$ cat config.mk
export PLATFORM = sky130hd
export DESIGN_NAME = newton_cubic_root_finder_unit_flat
export DESIGN_NICKNAME = d
export VERILOG_FILES = /design/src/design/ncr_pkg.sv /design/src/design/ncr_in_if.sv /design/src/design/ncr_out_if.sv /design/src/design/newton_cubic_root_finder_unit.sv /design/src/flat_wrapper.sv
export SDC_FILE = /design/constraint.sdc
export NUM_CORES = 2
export LEC_CHECK = 0
export ABC_CLOCK_PERIOD_IN_PS = 15900
export BUFFER_PORTS_ARGS = -buffer_cell sky130_fd_sc_hd__clkbuf_2
export CAP_MARGIN = 20
export CORE_ASPECT_RATIO = 0.7
export CORE_MARGIN = 2
export CORE_UTILIZATION = 50
export CTS_CLUSTER_SIZE = 40
export DETAILED_ROUTE_END_ITERATION = 8
export PLACE_DENSITY_LB_ADDON = 0.15
export SLEW_MARGIN = 20
export SYNTH_ARGS = -nofsm -noshare
export SYNTH_HDL_FRONTEND = slang
export SYNTH_SLANG_ARGS = --single-unit
$ cat constraint.sdc
create_clock -name clk -period 15.9 [get_ports clk]
set_input_delay 0.795 -clock clk [delete_from_list [all_inputs] [get_ports clk]]
set_output_delay 0.795 -clock clk [all_outputs]
set_load 0.05 [all_outputs]
$ cat src/design/ncr_pkg.sv
// Package for the Newton cubic root finder.
// Fixed-point widths, register indexes and shared payload types. No dependencies.
package ncr_pkg;

  localparam int DATA_W    = 32;
  localparam int FRAC_BITS = 16;
  localparam int MAX_ITER  = 64;
  localparam int COUNT_W   = 7;
  localparam int TOL_W     = 31;
  localparam int CFG_IDX_W = 1;

  typedef logic signed [DATA_W-1:0] q_t;
  typedef logic [COUNT_W-1:0]       count_t;
  typedef logic [TOL_W-1:0]         tol_t;
  typedef logic [CFG_IDX_W-1:0]     cfg_idx_t;

  localparam cfg_idx_t REG_TOLERANCE  = 1'd0;
  localparam cfg_idx_t REG_ITER_LIMIT = 1'd1;

  localparam tol_t   TOL_RESET   = 31'd66;
  localparam count_t LIMIT_RESET = 7'd20;

endpackage

$ cat src/design/ncr_in_if.sv
// Input channel of the Newton cubic root finder: one starting guess per item.
// Depends on ncr_pkg.
interface ncr_in_if;
  import ncr_pkg::*;

  logic valid;
  logic ready;
  q_t   initial_guess;

  modport source (output valid, output initial_guess, input ready);
  modport sink   (input valid, input initial_guess, output ready);
endinterface

$ cat src/design/ncr_out_if.sv
// Result channel of the Newton cubic root finder: one item per iteration.
// Depends on ncr_pkg.
interface ncr_out_if;
  import ncr_pkg::*;

  logic   valid;
  logic   ready;
  count_t iteration_number;
  q_t     estimate;
  q_t     residual;
  logic   converged;
  logic   derivative_zero;
  logic   last_of_run;

  modport source (output valid, output iteration_number, output estimate, output residual,
                  output converged, output derivative_zero, output last_of_run, input ready);
  modport sink   (input valid, input iteration_number, input estimate, input residual,
                  input converged, input derivative_zero, input last_of_run, output ready);
endinterface

$ cat src/design/newton_cubic_root_finder_unit.sv
// Newton-Raphson root finder for x^3 - 2x - 5 in signed Q16.16, top level.
// Depends on ncr_pkg, ncr_in_if and ncr_out_if.
//
// Each input item is a starting guess; the block emits one result item per
// iteration until the step falls below tolerance, the iteration limit is hit,
// or the derivative is zero. One signed 32x32 multiplier is shared by the
// square and cube products, and the quotient f/f' comes from a restoring
// divider that retires one bit per cycle of its 48-bit quotient. A new guess
// is taken only when the previous run is finished; the final result may still
// sit in the output register at that time.
module newton_cubic_root_finder_unit (
  input  logic              clk,
  input  logic              rst,
  ncr_in_if.sink            req,
  ncr_out_if.source         rsp,
  input  logic              cfg_we,
  input  ncr_pkg::cfg_idx_t cfg_index,
  input  ncr_pkg::tol_t     cfg_data
);
  import ncr_pkg::*;

  localparam int NUM_W  = DATA_W + FRAC_BITS;
  localparam int DCNT_W = $clog2(NUM_W);
  localparam logic [DCNT_W-1:0] DCNT_LAST = DCNT_W'(NUM_W - 1);

  localparam logic signed [63:0] W_MAX  = 64'sd2147483647;
  localparam logic signed [63:0] W_MIN  = -64'sd2147483648;
  localparam logic signed [63:0] FIVE_Q = 64'sd5 <<< FRAC_BITS;
  localparam logic signed [63:0] TWO_Q  = 64'sd2 <<< FRAC_BITS;
  localparam q_t Q_MAX = {1'b0, {(DATA_W-1){1'b1}}};
  localparam q_t Q_MIN = {1'b1, {(DATA_W-1){1'b0}}};

  localparam logic [3:0] S_IDLE = 4'd0;
  localparam logic [3:0] S_SQ   = 4'd1;
  localparam logic [3:0] S_SQW  = 4'd2;
  localparam logic [3:0] S_CUBE = 4'd3;
  localparam logic [3:0] S_EVAL = 4'd4;
  localparam logic [3:0] S_CHK  = 4'd5;
  localparam logic [3:0] S_DIV  = 4'd6;
  localparam logic [3:0] S_STEP = 4'd7;
  localparam logic [3:0] S_EMIT = 4'd8;

  function automatic logic signed [63:0] sx(input q_t v);
    return {{(64-DATA_W){v[DATA_W-1]}}, v};
  endfunction

  function automatic q_t sat_q(input logic signed [63:0] v);
    if (v > W_MAX) return Q_MAX;
    if (v < W_MIN) return Q_MIN;
    return q_t'(v[DATA_W-1:0]);
  endfunction

  logic [3:0]              state;
  q_t                      x, sq, fx, dfx;
  logic signed [63:0]      prod;
  count_t                  count, lim;
  logic                    first, zero, conv, neg;
  logic [NUM_W-1:0]        num;
  logic [DATA_W:0]         rem;
  logic [DATA_W-1:0]       den;
  logic [DCNT_W-1:0]       dcnt;
  tol_t                    tolerance;
  count_t                  iteration_limit;

  logic                    out_valid, out_conv, out_dz, out_last;
  count_t                  out_iter;
  q_t                      out_est, out_res;

  q_t                      mul_a, mul_b, prod_q, twice, fx_new, dfx_new, step, next_x;
  logic [DATA_W-1:0]       fx_mag, dfx_mag;
  logic [DATA_W:0]         rem_sh;
  logic                    ge, can_load, res_last, q_over;
  logic signed [63:0]      diff;
  logic [63:0]             diff_abs;
  count_t                  lim_in;

  assign req.ready            = (state == S_IDLE);
  assign rsp.valid            = out_valid;
  assign rsp.iteration_number = out_iter;
  assign rsp.estimate         = out_est;
  assign rsp.residual         = out_res;
  assign rsp.converged        = out_conv;
  assign rsp.derivative_zero  = out_dz;
  assign rsp.last_of_run      = out_last;

  always_comb begin
    mul_a = x;
    mul_b = x;
    if (state == S_CUBE) begin
      mul_a = sq;
    end
  end

  always_comb begin
    prod_q  = sat_q(prod >>> FRAC_BITS);
    twice   = sat_q(sx(x) <<< 1);
    fx_new  = sat_q(sx(prod_q) - sx(twice) - FIVE_Q);
    dfx_new = sat_q(sx(sq) + (sx(sq) <<< 1) - TWO_Q);
    fx_mag  = fx[DATA_W-1] ? (~fx + 1'b1) : fx;
    dfx_mag = dfx[DATA_W-1] ? (~dfx + 1'b1) : dfx;
  end

  always_comb begin
    rem_sh = {rem[DATA_W-1:0], num[NUM_W-1]};
    ge     = (rem_sh >= {1'b0, den});
  end

  always_comb begin
    if (neg) begin
      q_over = (|num[NUM_W-1:DATA_W]) || (num[DATA_W-1] && (|num[DATA_W-2:0]));
      step   = q_over ? Q_MIN : q_t'(~num[DATA_W-1:0] + 1'b1);
    end else begin
      q_over = |num[NUM_W-1:DATA_W-1];
      step   = q_over ? Q_MAX : q_t'(num[DATA_W-1:0]);
    end
    next_x   = sat_q(sx(x) - sx(step));
    diff     = sx(next_x) - sx(x);
    diff_abs = diff[63] ? 64'(-diff) : 64'(diff);
  end

  always_comb begin
    lim_in = iteration_limit;
    if (iteration_limit == '0) begin
      lim_in = count_t'(1);
    end else if (iteration_limit > count_t'(MAX_ITER)) begin
      lim_in = count_t'(MAX_ITER);
    end
  end

  assign can_load = !out_valid || rsp.ready;
  assign res_last = zero || conv || (count >= lim);

  always_ff @(posedge clk) begin
    if (rst) begin
      tolerance       <= TOL_RESET;
      iteration_limit <= LIMIT_RESET;
    end else if (cfg_we) begin
      case (cfg_index)
        REG_TOLERANCE:  tolerance <= cfg_data;
        REG_ITER_LIMIT: iteration_limit <= cfg_data[COUNT_W-1:0];
        default: ;
      endcase
    end
  end

  always_ff @(posedge clk) begin
    if (rst) begin
      state     <= S_IDLE;
      out_valid <= 1'b0;
    end else begin
      if (out_valid && rsp.ready && state != S_EMIT) begin
        out_valid <= 1'b0;
      end
      case (state)
        S_IDLE: begin
          if (req.valid) begin
            x     <= req.initial_guess;
            count <= '0;
            lim   <= lim_in;
            first <= 1'b1;
            zero  <= 1'b0;
            conv  <= 1'b0;
            state <= S_SQ;
          end
        end
        S_SQ: begin
          prod  <= mul_a * mul_b;
          state <= S_SQW;
        end
        S_SQW: begin
          sq    <= prod_q;
          state <= S_CUBE;
        end
        S_CUBE: begin
          prod  <= mul_a * mul_b;
          state <= S_EVAL;
        end
        S_EVAL: begin
          fx    <= fx_new;
          dfx   <= dfx_new;
          state <= first ? S_CHK : S_EMIT;
        end
        S_CHK: begin
          if (dfx == '0) begin
            zero  <= 1'b1;
            count <= count + 1'b1;
            state <= S_EMIT;
          end else begin
            den   <= dfx_mag;
            num   <= {fx_mag, {FRAC_BITS{1'b0}}};
            rem   <= '0;
            dcnt  <= '0;
            neg   <= fx[DATA_W-1] ^ dfx[DATA_W-1];
            state <= S_DIV;
          end
        end
        S_DIV: begin
          num <= {num[NUM_W-2:0], ge};
          rem <= ge ? (rem_sh - {1'b0, den}) : rem_sh;
          if (dcnt == DCNT_LAST) begin
            state <= S_STEP;
          end else begin
            dcnt <= dcnt + 1'b1;
          end
        end
        S_STEP: begin
          x     <= next_x;
          conv  <= (diff_abs < {{(64-TOL_W){1'b0}}, tolerance});
          count <= count + 1'b1;
          first <= 1'b0;
          state <= S_SQ;
        end
        S_EMIT: begin
          if (can_load) begin
            out_valid <= 1'b1;
            out_iter  <= count;
            out_est   <= x;
            out_res   <= fx;
            out_conv  <= conv & ~zero;
            out_dz    <= zero;
            out_last  <= res_last;
            state     <= res_last ? S_IDLE : S_CHK;
          end
        end
        default: state <= S_IDLE;
      endcase
    end
  end

  a_accept_start: assert property (@(posedge clk) disable iff (rst)
    (req.valid && req.ready) |=> (state == S_SQ && count == '0))
    else $error("run did not start cleanly after an accepted item");

  a_count_bound: assert property (@(posedge clk) disable iff (rst)
    (state != S_IDLE) |-> (count <= lim))
    else $error("iteration count passed the run limit");

  a_last_idle: assert property (@(posedge clk) disable iff (rst)
    (state == S_EMIT && can_load && res_last) |=> (state == S_IDLE))
    else $error("run kept going after its last item");

  a_zero_flags: assert property (@(posedge clk) disable iff (rst)
    (out_valid && out_dz) |-> (out_last && !out_conv))
    else $error("zero-derivative item not marked as final");

endmodule
$ cat src/flat_wrapper.sv
// flat-port wrapper written by rule: the top's interface ports become plain ports
module newton_cubic_root_finder_unit_flat import ncr_pkg::*;
  (clk, rst, cfg_we, cfg_index, cfg_data, req_valid, req_initial_guess, req_ready, rsp_valid, rsp_iteration_number, rsp_estimate, rsp_residual, rsp_converged, rsp_derivative_zero, rsp_last_of_run, rsp_ready);
  ncr_in_if req_i ();
  ncr_out_if rsp_i ();
  input  logic clk;
  input  logic rst;
  input  logic cfg_we;
  input  ncr_pkg::cfg_idx_t cfg_index;
  input  ncr_pkg::tol_t cfg_data;
  input wire logic [$bits(req_i.valid)-1:0] req_valid;
  input wire logic [$bits(req_i.initial_guess)-1:0] req_initial_guess;
  output wire logic [$bits(req_i.ready)-1:0] req_ready;
  output wire logic [$bits(rsp_i.valid)-1:0] rsp_valid;
  output wire logic [$bits(rsp_i.iteration_number)-1:0] rsp_iteration_number;
  output wire logic [$bits(rsp_i.estimate)-1:0] rsp_estimate;
  output wire logic [$bits(rsp_i.residual)-1:0] rsp_residual;
  output wire logic [$bits(rsp_i.converged)-1:0] rsp_converged;
  output wire logic [$bits(rsp_i.derivative_zero)-1:0] rsp_derivative_zero;
  output wire logic [$bits(rsp_i.last_of_run)-1:0] rsp_last_of_run;
  input wire logic [$bits(rsp_i.ready)-1:0] rsp_ready;
  assign req_i.valid = req_valid;
  assign req_i.initial_guess = req_initial_guess;
  assign req_ready = req_i.ready;
  assign rsp_valid = rsp_i.valid;
  assign rsp_iteration_number = rsp_i.iteration_number;
  assign rsp_estimate = rsp_i.estimate;
  assign rsp_residual = rsp_i.residual;
  assign rsp_converged = rsp_i.converged;
  assign rsp_derivative_zero = rsp_i.derivative_zero;
  assign rsp_last_of_run = rsp_i.last_of_run;
  assign rsp_i.ready = rsp_ready;
  newton_cubic_root_finder_unit u_core (.clk(clk), .rst(rst), .req(req_i), .rsp(rsp_i), .cfg_we(cfg_we), .cfg_index(cfg_index), .cfg_data(cfg_data));
endmodule
Word level (Yosys, flattened, before mapping)
Cells that the tools add are included.
{"block": "op_classes", "addsub": 13, "multipliers": 1, "n_div": 0, "order_cmp": 14, "n_eq_ne": 16, "shifts": 0, "n_mux": 72, "bitwise_logic": 9, "n_reduce_logical": 34}
{"op": "$mux W32", "count": 28}
{"op": "$gt A64 B32 Y1 const B", "count": 3}
{"op": "$lt A64 B32 Y1 const B", "count": 3}
{"op": "$pmux W32 S2", "count": 2}
{"op": "$sub A32 B32 Y33", "count": 3}
{"op": "$add A32 B1 Y32 const B", "count": 3}
{"op": "$not A32 Y32", "count": 3}
{"op": "$pmux W48 S2", "count": 1}
{"op": "$lt A64 B31 Y1", "count": 1}
{"op": "$mul A32 B32 Y64", "count": 1}
{"op": "$mux W64", "count": 1}
{"op": "$neg A64 Y64", "count": 1}
{"op": "$sub A64 B19 Y64 const B", "count": 1}
{"op": "$sub A64 B20 Y64 const B", "count": 1}
{"op": "$gt A48 B32 Y1 const B", "count": 1}
{"op": "$lt A48 B32 Y1 const B", "count": 1}
{"op": "$mux W48", "count": 1}
{"op": "$pmux W4 S9", "count": 1}
{"op": "$add A32 B33 Y34", "count": 1}
{"op": "$ge A33 B32 Y1", "count": 1}
{"op": "$gt A33 B32 Y1 const B", "count": 1}
{"op": "$lt A33 B32 Y1 const B", "count": 1}
{"op": "$logic_not A32 Y1", "count": 1}
{"op": "$sub A32 B32 Y32", "count": 1}
{"op": "38 further kinds", "count": 97}
{"block": "totals", "regBits": 445, "latch_bits": 0, "mem_bits_rw": 0, "romBits": 0, "inputBits": 69, "output_inout_bits": 76, "elab_cells": 186, "n_memories": 0}

Longest topological paths before layout
{"block": "depth", "word_depth": 16, "depth_mapped": 59, "depth_no_buf": 55}

Least setup slack after synthesis
Ideal clock, no wire load.
{"block": "synth_path", "path_type": "register to register", "startpoint": "register u_core.num[0]", "endpoint": "register u_core.conv (data pin)", "arrival_ns": 12.396, "required_ns": 15.767, "path_slack_ns": 3.371, "stages_incl_launch_ff": 52, "path_buffers": 3, "period_less_slack_ns": 12.529, "path_cell_list": "edfxtp_1 -> inv_1 -> ha_1 -> or3b_1 -> or3_1 -> or4_1 -> or4b_1 -> or3_1 -> or3_1 -> or3_1 -> o31ai_1 -> and2b_1 -> nand2_2 -> buf_2 -> nor3_1 -> a211oi_1 -> ha_1 -> a21oi_1 -> [16 not listed] -> o31ai_1 -> o21ai_0 -> o31ai_1 -> o21ai_0 -> xor2_1 -> or2_2 -> nor4b_1 -> nor2_1 -> xnor2_1 -> ha_1 -> a21o_1 -> a211oi_1 -> o311ai_0 -> a31oi_1 -> a31oi_1 -> a2111oi_0 -> a21boi_0 -> a32o_1"}
{"block": "synth_between", "elab_chain_len": 16, "elab_cells_between_ends": 22, "classes_between": "add/sub (4); order compare (3); mux (11); bitwise (1); reduce/logical (3)"}
{"item": "start: declaration", "line_no": "newton_cubic_root_finder_unit.sv:58", "rtl": "logic [NUM_W-1:0] num;"}
{"item": "start signal: assignment", "line_no": "newton_cubic_root_finder_unit.sv:190", "rtl": "num <= {fx_mag, {FRAC_BITS{1'b0}}};"}
{"item": "start signal: assignment", "line_no": "newton_cubic_root_finder_unit.sv:198", "rtl": "num <= {num[NUM_W-2:0], ge};"}
{"item": "parallel branches: the longest is 4 deep, another holds $add A32 B1 Y32"}
{"item": "$mux W32 (*)", "line_no": "newton_cubic_root_finder_unit.sv:109", "rtl": "if (neg) begin"}
{"item": "$sub A32 B32 Y33 (*)", "line_no": "newton_cubic_root_finder_unit.sv:116", "rtl": "next_x = sat_q(sx(x) - sx(step));"}
{"item": "$lt A64 B32 Y1", "line_no": "newton_cubic_root_finder_unit.sv:49", "rtl": "if (v < W_MIN) return Q_MIN;"}
{"item": "$mux W1 (2 in a row)", "line_no": "newton_cubic_root_finder_unit.sv:49"}
{"item": "$mux W32", "line_no": "newton_cubic_root_finder_unit.sv:50", "rtl": "return q_t'(v[DATA_W-1:0]);"}
{"item": "$mux W32 (*)", "line_no": "newton_cubic_root_finder_unit.sv:49"}
{"item": "$sub A32 B32 Y33 (*)", "line_no": "newton_cubic_root_finder_unit.sv:117", "rtl": "diff = sx(next_x) - sx(x);"}
{"item": "$neg A64 Y64", "line_no": "newton_cubic_root_finder_unit.sv:118", "rtl": "diff_abs = diff[63] ? 64'(-diff) : 64'(diff);"}
{"item": "$mux W64 (*)", "line_no": "newton_cubic_root_finder_unit.sv:118"}
{"item": "$lt A64 B31 Y1 (*)", "line_no": "newton_cubic_root_finder_unit.sv:208", "rtl": "conv <= (diff_abs < {{(64-TOL_W){1'b0}}, tolerance});"}
{"item": "$pmux W1 S2 (*)", "line_no": "newton_cubic_root_finder_unit.sv:154", "rtl": "case (state)"}
{"item": "end signal: assignment", "line_no": "newton_cubic_root_finder_unit.sv:208"}
{"item": "end: declaration", "line_no": "newton_cubic_root_finder_unit.sv:57", "rtl": "logic first, zero, conv, neg;"}
Every way passes the cells marked *. The select of a mux whose other input is x is not followed.
A chain may end at the register's enable or synchronous reset.

Worst setup path in the final report
Ends and elaborated chain as after synthesis.

==> results.md <==
* Status: finished, final reports clean
* Worst skew pair latency at 0.69 ns
* Synth Area in Compound Gates at 0.105
* Largest net degree at the start of global routing at 76
* RSZ-0062 raised after global routing: no
* Distinct cell type count after synthesis at 90
* Die ar. at 132000 um2
* CTS Root Buffer Type: clkbuf_16
* Gate Count Post-Synth at 7077
* Core Rows at 110
* Routed Wire Length at 220000 um
* Routed Antenna Nets at 0
* Post-synthesis mux area share at 0.00653
* Total core area at approximately 130000 um2
* Reg-to-Reg Start: u_core.num[0]$_SDFFCE_PN0P_
* First-pass detailed-route iteration total at 8
* Met2 Routed Length at 85600 um
* Critical path class: reg2reg
* Die width at 434 um
* Worst path arrival time at approximately 15 ns
* TritonCTS Buffers at about 50
* Max Freq at 0.0674 GHz
* Yosys top cell by area: fa_1
* Slowest-stage cell, CP: or4b_2
* Metal3 WL at 26600 um
* Avg WL per Cell at 24.8 um
* Fin. max-slew vios at 0
* Minimum setup slack among reg-to-reg paths at 1.07 ns
* Worst Tran Pin Value at 1.16 ns
* Cell Area, Synth at approximately 65000 um2
* Post-DP Area at 67600 um2
* R2R cell count at a little under 50
* Hold Crit Class: in2reg
* Post-synth net total at about 8600
* Antenna violations before repair at 12
* Final setup violation count at 0
* Synth Area in Simple Gates at 0.145
* Worst setup path endpoint: u_core.conv$_SDFFCE_PP0P_
* Top sig layer: met5
* Fin Setup TNS at 0 ns
* Drt drc at 0
* Syn. warnings at 0
* Final Wtd Congestion at 0.987
* Adder-Cell Fraction of Synth Area at 0.417
* Reg-to-Reg End: u_core.conv$_SDFFCE_PP0P_
* Max cap viols at 0
* Die H at approximately 300 um
* Synth Flop Type: edfxtp_1
* Buffer and inverter count on the worst path at 2
* Final Cell Area at 69400 um2
* Wire length on met1 at 100000 um
* Crit Path Max Fanout at 28
* CP Launch Type: flop
* Port Buffer Count at 144
* Setup Skew at 0.0612 ns
* Max H-tree Level at 2
* Vias per cell at 5.83
* Detailed placement HPWL at 176000 um
* GRT Resource Usage Total at 0.339
* Hold slack at 0.324 ns
* Top Ports at between 100 and 150
* Crit end category: flop
* Ys async rst share at 0
* Clock Sinks at roughly 430
* CTS max path bufs at 3
* Synth Area in XOR/XNOR at 0.0393
* Mapped Avg Cell Area at 9.12 um2
* Period utilization at 0.932
* First-pass GRT wire length at 331000 um
* Yosys top cell area share at 0.337
* Flops & latches, synth at about 430
* Routed vias at 51900
* Worst relative slew slack at 0.210
* Share of layout cells above drive strength 1 at 0.0667
* Req. time, crit path at 16.46 ns
* CTS tree: built
* Critical path depth in cells at 49
* Register area share after synthesis at 0.193
* Largest family of logic cells by synthesized area: adder cells
* Min Tclk post-route at 14.83 ns
* Cell family with most CP delay: simple AND/OR/NAND/NOR gates
* Synth area leaders: fa_1 (34%), edfxtp_1 (18%), ha_1 (7.5%)
* DRT iter0 DRCs at 5405
* Nets at 8651
* Overflow after GRT at 0
* Number of synthesized flops with an enable pin at between 300 and 400
* Clk pin slew, worst setup/hold paths at ~0.070 ns
* Initial Util at 0.503
* Crit path launch: u_core.num[0]$_SDFFCE_PN0P_
* Vias in the first global route at between 50000 and 60000
* Final hold violation count at 0
* Biggest regs: u_core.num x48, u_core.prod x48
* Layout area overhead at 7.47%
* Slowest Stage Delay on Critical Path at 0.69 ns
[synthesized netlist by cell type (37+ instances only)]
master	instances
o21a_1	47
xnor2_1	179
fa_1	1086
nor2b_1	49
nand2b_1	43
nor3_1	61
ha_1	389
o21ai_0	301
a31oi_1	37
nand3_1	68
dfxtp_1	43
and3_1	38
nor2_1	443
a21oi_1	247
xor2_1	111
inv_1	1291
and2_1	68
nand2_1	1138
clkbuf_1	292
a21o_1	122
edfxtp_1	386
a211oi_1	56
[layer usage]
| layer | vias up | track usage |
|---|---|---|
| met5 | - | 0 |
| met4 | 8 | 0.0976 |
| met3 | 374 | 0.101 |
| met2 | 2548 | 0.452 |
| met1 | 26300 | 0.527 |
| li1 | 22600 | - |
[logic make-up (layout without fill, tap and decap cells)]
logic type	Yosys count	count (layout)
AOI/OAI and AO/OA	1076	1076
xor gates and xnor gates	290	290
adders and majority gates	1505	1505
buffers and inverters	1609	1680
DFF	429	429
muxes	41	41
other	0	8
and+or+nand+nor	2127	2127
[cells in the final DEF (no fill, tap or decap), types with 35 or more instances in the layout]
cell	synthesis	layout
inv_1	1291	1291
nand2_1	1138	1137
fa_1	1086	1085
nor2_1	443	441
ha_1	389	389
edfxtp_1	386	386
o21ai_0	301	294
a21oi_1	247	244
xnor2_1	179	178
clkbuf_2	0	144
buf_4	0	137
a21o_1	122	122
xor2_1	111	111
nand3_1	68	68
and2_1	68	67
nor3_1	61	61
a211oi_1	56	55
clkbuf_16	0	51
nor2b_1	49	47
o21a_1	47	47
dfxtp_1	43	43
nand2b_1	43	41
and3_1	38	38
nand4_1	35	35
a31oi_1	37	35
or3_1	35	35
[final cells by class]
class	instances	area (um2)
diodes	8	20.0
well taps	1736	2170
clock inverters	34	430
inverters	1305	4900
repair buffers	281	1750
clock buffers	60	1310
flip-flops and latches	429	12500
fillers	11800	59000
multi-input cells	5039	46400
[how the worst min path moves through the flow]
stage | endpoint | start | cells past startpoint
final | u_core.tolerance[21]$_SDFFE_PP0P_ | cfg_data[21] | 3
after global routing | u_core.tolerance[17]$_SDFFE_PP0P_ | cfg_data[17] | 3
after CTS | u_core.tolerance[21]$_SDFFE_PP0P_ | cfg_data[21] | 3
after detailed placement | u_core.tolerance[26]$_SDFFE_PP0P_ | u_core.tolerance[26]$_SDFFE_PP0P_ | 2
after global placement | u_core.tolerance[28]$_SDFFE_PP0P_ | u_core.tolerance[28]$_SDFFE_PP0P_ | 2
after floorplan | u_core.rsp.residual[0]$_DFFE_PP_ | u_core.fx[0]$_SDFFCE_PN1P_ | 0
[worst reg2reg max path, delay by kind of cell (launching register included)]
kind	cells	cell delay [ns]
AO/OA/AOI/OAI	23	5.91
XOR/XNOR	1	0.15
adder cells (fa/ha/maj)	4	1.12
buffers and inverters	2	0.43
flip-flops	1	0.44
AND/OR/NAND/NOR	19	6.70
[stage by stage]
step / worst slack (ns) / instances / util
floorplan: 3.37 / 7077 / -
global placement: 0.757 / 8790 / 0.526
detailed placement: 0.711 / 8790 / 0.526
CTS: 0.598 / 8884 / 0.540
global route: 0.135 / 8884 / 0.540
finish: 1.07 / 8892 / 0.540
[what timing repair did]
item	4_1_cts	5_1_grt
setup buffers	0	0
setup endpoints to repair	0	1
resized for setup	0	9
hold buffers	0	0
hold endpoints to repair	0	0
Power is not shown: default switching activity piles up to over one toggle a cycle in this logic, so the estimate is an artifact.
